<file path="config.mk">
export PLATFORM = sky130hd
export DESIGN_NAME = stac_ctrl
export DESIGN_NICKNAME = d
export VERILOG_FILES = /design/src/hw/rtl/stac_pkg.sv /design/src/hw/rtl/stac_ctrl.sv
export SDC_FILE = /design/constraint.sdc
export NUM_CORES = 1
export LEC_CHECK = 0
export BUFFER_PORTS_ARGS = -buffer_cell sky130_fd_sc_hd__buf_2
export CORE_AREA = 2 2 39 41
export DETAILED_ROUTE_END_ITERATION = 10
export DIE_AREA = 0 0 41 43
export PLACE_DENSITY = 0.37
export SLEW_MARGIN = 5
export SYNTH_ARGS = -nofsm -noshare
export SYNTH_HDL_FRONTEND = slang
export SYNTH_SLANG_ARGS = --single-unit
</file>
<file path="constraint.sdc">
create_clock -name clock -period 0.95 [get_ports clock]
set_input_delay 0.095 -clock clock [delete_from_list [all_inputs] [get_ports clock]]
set_output_delay 0.095 -clock clock [all_outputs]
set_load 0.05 [all_outputs]
</file>
<file path="src/hw/rtl/stac_pkg.sv">
package stac_pkg;

   // field widths of the term words
   localparam int COEF_W = 32;
   localparam int EXPO_W = 16;

   // request kinds
   localparam logic [1:0] KIND_ADD   = 2'd0;
   localparam logic [1:0] KIND_READ  = 2'd1;
   localparam logic [1:0] KIND_CLEAR = 2'd2;

   // result status codes
   typedef enum logic [2:0] {
      ST_INSERTED  = 3'd0,
      ST_COMBINED  = 3'd1,
      ST_CANCELLED = 3'd2,
      ST_ZERO      = 3'd3,
      ST_FULL      = 3'd4,
      ST_TERM      = 3'd5,
      ST_EMPTY     = 3'd6
   } stac_status_type;

   // controller states
   typedef enum logic [1:0] {
      S_IDLE,
      S_ADD_CMP,
      S_ADD_UPD,
      S_READ
   } stac_state_type;

   // request word
   typedef struct packed {
      logic [1:0]               kind;
      logic signed [COEF_W-1:0] term_coef;
      logic signed [EXPO_W-1:0] term_expo;
   } stac_req_type;

   // result word
   typedef struct packed {
      logic signed [COEF_W-1:0] out_coef;
      logic signed [EXPO_W-1:0] out_expo;
      stac_status_type          status;
      logic                     last;
   } stac_rsp_type;

   // controller to datapath commands
   typedef struct packed {
      logic capture;
      logic clear;
      logic cmp;
      logic upd;
      logic rd_emit;
      logic emit_empty;
   } stac_cmd_type;

   // datapath to controller status
   typedef struct packed {
      logic count_zero;
      logic rd_last;
      logic rsp_free;
   } stac_stat_type;

endpackage

</file>
<file path="src/hw/rtl/stac_ctrl.sv">
module stac_ctrl (
   input  logic                   clock,
   input  logic                   reset,
   input  logic                   req_valid,
   input  logic [1:0]             req_kind,
   output logic                   req_stall,
   input  stac_pkg::stac_stat_type stat,
   output stac_pkg::stac_cmd_type  cmd
);

   stac_pkg::stac_state_type state_ff, state_in;

   // state register
   always_ff @(posedge clock) begin
      if (reset) begin
         state_ff <= stac_pkg::S_IDLE;
      end else begin
         state_ff <= state_in;
      end
   end

   // next state and commands
   always_comb begin
      state_in  = state_ff;
      cmd       = '0;
      req_stall = 1'b1;
      case (state_ff)
         stac_pkg::S_IDLE: begin
            req_stall = 1'b0;
            if (req_valid) begin
               cmd.capture = 1'b1;
               case (req_kind)
                  stac_pkg::KIND_ADD:   state_in = stac_pkg::S_ADD_CMP;
                  stac_pkg::KIND_READ:  state_in = stac_pkg::S_READ;
                  stac_pkg::KIND_CLEAR: cmd.clear = 1'b1;
                  default:              state_in = stac_pkg::S_IDLE;
               endcase
            end
         end
         stac_pkg::S_ADD_CMP: begin
            cmd.cmp  = 1'b1;
            state_in = stac_pkg::S_ADD_UPD;
         end
         stac_pkg::S_ADD_UPD: begin
            if (stat.rsp_free) begin
               cmd.upd  = 1'b1;
               state_in = stac_pkg::S_IDLE;
            end
         end
         stac_pkg::S_READ: begin
            if (stat.rsp_free) begin
               if (stat.count_zero) begin
                  cmd.emit_empty = 1'b1;
                  state_in       = stac_pkg::S_IDLE;
               end else begin
                  cmd.rd_emit = 1'b1;
                  if (stat.rd_last) begin
                     state_in = stac_pkg::S_IDLE;
                  end
               end
            end
         end
         default: begin
            state_in = stac_pkg::S_IDLE;
         end
      endcase
   end

endmodule

</file>
==> results of run 1 <==
[metrics by stage]
step           cells  power [uW]
2_1_floorplan     21       199.2
3_3_place_gp      54       250.5
3_5_place_dp      54       249.1
4_1_cts           58       479.3
5_1_grt           58       518.4
6_report          58       479.8
[path summary, 6_finish.rpt]
check                                           endpoint  cells after the start                     start  slack [ns]
worst max-delay path                              cmd[4]                      4  state_ff[1]$_SDFFE_PP0P_       -0.28
worst min-delay path            state_ff[0]$_SDFFE_PP0P_                      2                     reset        0.05
worst max register to register  state_ff[1]$_SDFFE_PP0P_                      4  state_ff[1]$_SDFFE_PP0P_        0.06
worst min register to register  state_ff[0]$_SDFFE_PP0P_                      3  state_ff[0]$_SDFFE_PP0P_        0.64
[synthesized netlist by cell type]
cell type | count | area (um2)
a211oi_1 | 1 | 7.510
a21oi_1 | 2 | 10.01
and2_4 | 1 | 8.760
and3b_1 | 1 | 8.760
dfxtp_1 | 2 | 40.04
inv_1 | 1 | 3.750
nand2_1 | 4 | 15.01
nand3_1 | 1 | 5.000
nor2_1 | 3 | 11.26
nor2_2 | 1 | 6.260
nor2b_1 | 2 | 12.51
nor3b_1 | 1 | 7.510
o21ai_0 | 1 | 5.000
[per-layer routing]
metal	GRT usage	part of all wire	wire, um
met5	0	0	0
met4	0.04000	0	0
met3	0.01571	0.12	59
met2	0.1031	0.47	239
met1	0.07668	0.41	206
[cells by family after synthesis]
kind of cell    share of synthesized area
compound gates                     0.1593
buf+inv                           0.02652
flops                              0.2832
simple gates                       0.5310
[final cells by class]
class,instances,share of cell area
clock buffers,3,0.05625
well taps,16,0.05000
multi-input cells,18,0.3812
inverters,1,0.009375
repair buffers,18,0.3906
flip-flops and latches,2,0.1125
[where the power goes]
part | total (uW) | switching (uW) | internal [uW]
clock | 183 | 43.9 | 139
combinational | 197 | 111 | 86.1
sequential | 99.9 | 8.66 | 91.2
[repair_timing]
action / in CTS / in global routing
gates cloned: 0 / 0
hold buffers: 0 / 0
resized for setup: 18 / 7
pin swaps: 2 / 3
setup buffers: 1 / 1
endpoints found under the setup margin: 8 / 8
==> flow_summary.toml, run 1 <==
[status]
outcome = "finished, violations left"
violations = "negative setup slack"

[routing]
drt-vias-per-instance = 3.931
ant_nets = 0
drt_wl_total_um = 506
drt_iter0_drc = 1
drt-pass1-iter-count = 2
drc_errors = 0
avgRoutedWirePerCell_um = 8.724
vias = 228

[timing]
maxSlewViolCount = 0
finalHoldViolCount = 0
rsz0062_at_grt = "true"
holdWs_ns = 0.04578
fin_crit_sh = 1.298
finalClockSkew_ns = 0.002648
setup_viol = 7
max_freq_mhz = 811.2
worstMarginPinSlew_ns = 0.2472
fin_ws_ns = -0.2828
period_needed_ns = 1.233
fin_tns_setup_ns = -1.121
timing.slew.headroom = 0.8364

[finish]
drive_gt1_frac = 0.7857
final_cell_mix = "buf_2 (8), buf_8 (4)"
fin_util = 0.2893
nFillCells = 150
design_area_um2 = 400.4
antenna_cells = 0
final_common_cell = "buf_2"
final_nets = 52
largest_register_ff_count = 2
seqCellArea_um2 = 45.04
largest-register = "state_ff"
area_growth_pct = 183.2
multi_input_area_um2 = 152.6
largest_registers = "state_ff x2"

[place]
portBuffers = 14
gp_congestion = 0.5742
place_area_um2 = 287.8
pre_cts_ws_ns = -0.1565

[power]
power_density_mw_per_mm2 = 1198
ir_drop_mv = 0.4099
p_leak_uw = 0.0001951

[floorplan]
ios = 15
die_x_um = 41
core_mm2 = 0.001384
die_height_um = 43
dieArea_mm2 = 0.001763
start_util = 0.1022
rows = 14

[setup_path]
crit_chain = "nor2_4 -> and2_4 -> and3b_2 -> buf_8"
slowest_delay_ns = 0.35
path_buf_inv = 1
cp_top_family = "simple AND/OR/NAND/NOR gates"
worst_setup_path_end_kind = "output pin"
crit_path_start_kind = "flip-flop"
worstPathArrival_ns = 1.14
critical_path.max_fanout = 3
crit_type = "flip-flop to output pin"
required_ns = 0.85
critical_path.slowest_cell = "dfxtp_4"

[logic_synthesis]
seq_area_frac_synth = 0.2832
yosys_warnings = 0
synth_area_um2 = 141.4
synth-seq-cells = 2
ys_types = 13
avgSynthCellArea_um2 = 6.733
syn_inst = 21
syn_nets = 29

[clocking]
cts_tree = "built"
cts.clk_slew.worst_paths_ns = 0.03
cts_buffers = 3
cts.sinks = 2
cts_buffer_depth = 2
cts-root-buf = "clkbuf_4"
htree_levels = 1
clk_latency_ns = 0.22

[job]
maxCapViolCount = 0

[global_routing]
grt_pass1_wl_um = 800
grt-ovfl-total = 0
grt_pass1_vias = 222
grt_antenna_before_repair = 0
grt_max_degree = 7
grt_usage = 0.06613

[worst_hold_path]
hold_class = "input pin to flip-flop"
Power figures use the tool's default switching activity.
==> inputs of run 2 (changes only) <==
ABC_AREA = 1   (was default)
PLACE_DENSITY = 0.4   (was 0.37)
==> flow_summary.toml, run 2 <==
[clocking]
cts_tree = "built"
cts-root-buf = "clkbuf_4"
cts.clk_slew.worst_paths_ns = 0.03
cts.sinks = 2
cts_buffer_depth = 2
clk_latency_ns = 0.22
htree_levels = 1
cts_buffers = 3

[setup_path]
required_ns = 0.85
crit_type = "flip-flop to output pin"
worst_setup_path_end_kind = "output pin"
worstPathArrival_ns = 1.07
crit_path_start_kind = "flip-flop"
critical_path.max_fanout = 4

[logic_synthesis]
syn_inst = 35
yosys_warnings = 0
synth_top_area_cell = "dfxtp_1"
yosys.area.top_type_share = 0.2254
avgSynthCellArea_um2 = 5.076
synthTopCellsByCount = "nand2_1 (9), inv_1 (8), nor2_1 (7)"
seq_area_frac_synth = 0.2254
synth_flop_cell = "dfxtp_1"
synth-seq-cells = 2
synthArstFlopShare = 0
syn_nets = 43
synth_area_leaders = "dfxtp_1 (23%), nand2_1 (19%), inv_1 (17%)"
yosys-mux-area-fraction = 0
synth-xor-area-share = 0
ys_types = 9
yosys.area_share.adder = 0
synth-compound-area-share = 0.1338
synth_simple_gate_area_share = 0.4507
synth_area_um2 = 177.7
post-synth-top-count-cell = "nand2_1"
synth_top_family_by_area = "simple AND/OR/NAND/NOR gates"
synth-edff-count = 0

[place]
hpwl_um = 443.9
place_area_um2 = 347.8
portBuffers = 14
dpl.cell_count = 67
gp_congestion = 0.6575

[global_routing]
grt_usage = 0.07908
grt_max_degree = 5
grt-ovfl-total = 0
grt_antenna_before_repair = 0
grt_pass1_vias = 266
grt_pass1_wl_um = 938

[power]
p_sw_uw = 367.1
pwr-share-seq = 0.172
power_frac_comb = 0.596
ir_drop_mv = 0.5687
p_clk_frac = 0.232
power_uw = 787.8
swShare = 0.4661
p_int_uw = 420.6
p_leak_uw = 0.0002227
power_density_mw_per_mm2 = 1789

[routing]
drt_iter0_drc = 4
vias = 269
drc_errors = 0
drt-pass1-iter-count = 3
drt-vias-per-instance = 3.789
ant_nets = 0
drt_wl_total_um = 530
avgRoutedWirePerCell_um = 7.465

[finish]
drive_gt1_frac = 0.6545
design_area_um2 = 440.4
fin_util = 0.3183
largest_register_ff_count = 2
layout.cells.non_filler = 71
largest-register = "state_ff"
final_nets = 65
antenna_cells = 0
final_cell_mix = "nand2_1 (8), buf_2 (8), buf_6 (6)"
largest_registers = "state_ff x2"
area_growth_pct = 147.9
nFillCells = 162

[timing]
maxSlewViolCount = 0
worstMarginPinSlew_ns = 0.2462
period_needed_ns = 1.166
rsz0062_at_grt = "true"
fin_ws_ns = -0.2158
timing.slew.headroom = 0.8370
finalClockSkew_ns = 0.0007060
fin_tns_setup_ns = -1.089
fin_crit_sh = 1.227
setup_viol = 9
max_freq_mhz = 857.8
finalHoldViolCount = 0

[floorplan]
start_util = 0.1284
dieArea_mm2 = 0.001763
rows = 14
die_height_um = 43
ios = 15
core_mm2 = 0.001384
die_x_um = 41

[worst_hold_path]
hold_class = "input pin to flip-flop"

[status]
violations = "negative setup slack"
outcome = "finished, violations left"

[job]
maxCapViolCount = 0
run 2: worst max-delay path, stage by stage (launching register included):
cell	delay, ns
dfxtp_4	0.35
nor2_4	0.16
inv_6	0.05
nor3_4	0.11
buf_6	0.18
run 2: stage by stage:
step | setup slack [ns] | hold WS (ns)
final | -0.2158 | 0.03684
after floorplan | -0.2063 | 0.1641
after detailed placement | -0.1600 | 0.2746
after CTS | -0.2393 | 0.02672
after global placement | -0.1219 | 0.2758
after global routing | -0.2685 | 0.04600
run 2: kinds of logic after synthesis:
family | after synthesis
flip-flops | 2
AND/OR/NAND/NOR | 20
buffers and inverters | 9
AO/OA/AOI/OAI | 4
run 2: what timing repair did:
action                     4_1_cts  5_1_grt
setup endpoints to repair        9        9
resized for setup               19        3
pin swaps                        3        1
gates cloned                     0        0
hold buffers                     0        0
setup buffers                    0        1
run 2: final timing paths:
| kind | from | to | slack [ns] | cells past startpoint |
|---|---|---|---|---|
| hold reg to reg | state_ff[0]$_SDFFE_PP0P_ | state_ff[0]$_SDFFE_PP0P_ | 0.53 | 2 |
| hold / removal | reset | state_ff[1]$_SDFFE_PP0P_ | 0.04 | 2 |
| setup / recovery | state_ff[0]$_SDFFE_PP0P_ | cmd[4] | -0.22 | 4 |
| setup reg to reg | state_ff[0]$_SDFFE_PP0P_ | state_ff[0]$_SDFFE_PP0P_ | -0.09 | 5 |
run 2: final cells by class:
class                           instances  area (um2)  share of cell area
Tap cell                               16       20.02             0.04545
Clock buffer                            3       22.52             0.05114
Multi-Input combinational cell         24       173.9              0.3949
Sequential cell                         2       47.55              0.1080
Timing Repair Buffer                   17       137.6              0.3125
Inverter                                9       38.79             0.08807
run 2: power by group through the flow:
| stage | sequential, uW | clock, uW | combinational, uW |
|---|---|---|---|
| 2_1_floorplan | 132 | 0 | 298 |
| 3_3_place_gp | 127 | 0 | 400 |
| 3_5_place_dp | 128 | 0 | 397 |
| 4_1_cts | 135 | 198 | 446 |
| 5_1_grt | 139 | 198 | 508 |
| 6_report | 136 | 183 | 469 |
run 2: layer usage:
metal,wire length (um),GRT usage
met1,218,0.09873
met3,46,0.01571
met4,0,0.08000
met2,265,0.1031
met5,0,0
==> inputs of run 3 (changes only) <==
HOLD_SLACK_MARGIN = 0.15   (was default)
==> flow_summary.toml, run 3 (synthesized netlist as in run 2, its figures left out) <==
[routing]
vias = 273
ant_nets = 0
avgRoutedWirePerCell_um = 7.389
drt-vias-per-instance = 3.792
drc_errors = 0
drt_iter0_drc = 4
drt-pass1-iter-count = 3
drt_wl_total_um = 532

[setup_path]
worstPathArrival_ns = 1.07
path_buf_inv = 2
reg2reg_depth = 5
slowest_delay_ns = 0.35
rrSetupSlack_ns = -0.09
crit_cells = 4
required_ns = 0.85
critical_path.slowest_cell = "dfxtp_4"
worst_setup_path_end_kind = "output pin"
critical_path.max_fanout = 4
crit_chain = "nor2_4 -> inv_6 -> nor3_4 -> buf_6"
crit_type = "flip-flop to output pin"
crit_path_start_kind = "flip-flop"
cp_top_family = "flip-flops"

[place]
portBuffers = 14
hpwl_um = 443.9
gp_congestion = 0.6575
pre_cts_ws_ns = -0.1600
place_area_um2 = 347.8

[finish]
design_area_um2 = 450.4
largest-register = "state_ff"
largest_registers = "state_ff x2"
largest_register_ff_count = 2
final_nets = 66
drive_gt1_frac = 0.6429
final_cell_mix = "nand2_1 (8), buf_2 (8), buf_6 (6)"
antenna_cells = 0
nFillCells = 161
area_growth_pct = 153.5

[timing]
fin_tns_setup_ns = -1.089
period_needed_ns = 1.166
finalClockSkew_ns = 0.0007064
timing.slew.headroom = 0.8370
fin_ws_ns = -0.2158
max_freq_mhz = 857.8
setup_viol = 9
maxSlewViolCount = 0
worstMarginPinSlew_ns = 0.2462
finalHoldViolCount = 0
fin_crit_sh = 1.227
rsz0062_at_grt = "true"

[clocking]
cts.clk_slew.worst_paths_ns = 0.03
cts_buffers = 3
cts_tree = "built"
cts-root-buf = "clkbuf_4"
cts.sinks = 2
htree_levels = 1
clk_latency_ns = 0.22
cts_buffer_depth = 2

[floorplan]
die_x_um = 41
ios = 15
core_mm2 = 0.001384
dieArea_mm2 = 0.001763
rows = 14
start_util = 0.1284
die_height_um = 43

[power]
swShare = 0.4647
p_sw_uw = 367.5
ir_drop_mv = 0.5689
p_int_uw = 423.3
power_uw = 790.8
power_frac_comb = 0.597
p_leak_uw = 0.0002269
p_clk_frac = 0.231
power_density_mw_per_mm2 = 1756
pwr-share-seq = 0.171

[worst_hold_path]
worstHoldPathCells = 5
hold_class = "input pin to flip-flop"

[global_routing]
grt_usage = 0.07908
grt_antenna_before_repair = 0
grt_pass1_wl_um = 938
grt-ovfl-total = 0
grt_pass1_vias = 266
grt_max_degree = 5

[status]
outcome = "finished, violations left"
violations = "negative setup slack"

[job]
maxCapViolCount = 0
==> run 3: cell count changes in the layout (fill, tap and decap cells not counted) <==
cell	change
dlygate4sd3_1	+1
==> run 3: cell type report <==
type	instances	area (um2)	share of cell area
clock buffer	3	22.52	0.05000
sequential	2	47.55	0.1056
multi-input combinational	24	173.9	0.3861
timing repair buffer	18	147.6	0.3278
tap	16	20.02	0.04444
inverter	9	38.79	0.08611
==> run 3: metrics by stage <==
stage	cells	hold WS (ns)	utilization
6_report	72	0.2384	0.3255
5_1_grt	72	0.2684	0.3255
4_1_cts	71	0.2367	0.3137
3_5_place_dp	67	0.2746	0.2514
3_3_place_gp	67	0.2758	0.2514
2_1_floorplan	35	0.1641	-
==> run 3: final timing paths <==
check,startpoint,to
worst max-delay path,state_ff[0]$_SDFFE_PP0P_,cmd[4]
worst min-delay path,req_kind[0],state_ff[1]$_SDFFE_PP0P_
worst max register to register,state_ff[0]$_SDFFE_PP0P_,state_ff[0]$_SDFFE_PP0P_
worst min register to register,state_ff[0]$_SDFFE_PP0P_,state_ff[0]$_SDFFE_PP0P_
==> run 3: timing repair <==
action	in CTS	in global routing
setup buffers	0	1
hold endpoints to repair	2	0
hold buffers	1	0
setup endpoints to repair	9	9
resized for setup	19	3
pin swaps	3	1
==> run 3: worst reg2reg max path: stages, from the launching register on <==
cell,delay [ns]
dfxtp_4,0.35
nor2_4,0.16
buf_4,0.13
nand2_1,0.07
a21oi_1,0.15
nor2_1,0.05
==> run 3: per-layer routing <==
| metal | vias up | routed length (um) | track usage |
|---|---|---|---|
| met5 | - | 0 | 0 |
| met2 | 9 | 269 | 0.1031 |
| li1 | 149 | - | - |
| met4 | 0 | 0 | 0.08000 |
| met3 | 0 | 43 | 0.01571 |
| met1 | 115 | 219 | 0.09873 |
==> run 3: power by group through the flow <==
| stage | clock network [uW] | logic (uW) | registers (uW) |
|---|---|---|---|
| 6_report | 183 | 472 | 136 |
| 3_3_place_gp | 0 | 400 | 127 |
| 5_1_grt | 198 | 511 | 139 |
| 4_1_cts | 198 | 449 | 135 |
| 3_5_place_dp | 0 | 397 | 128 |
| 2_1_floorplan | 0 | 298 | 132 |
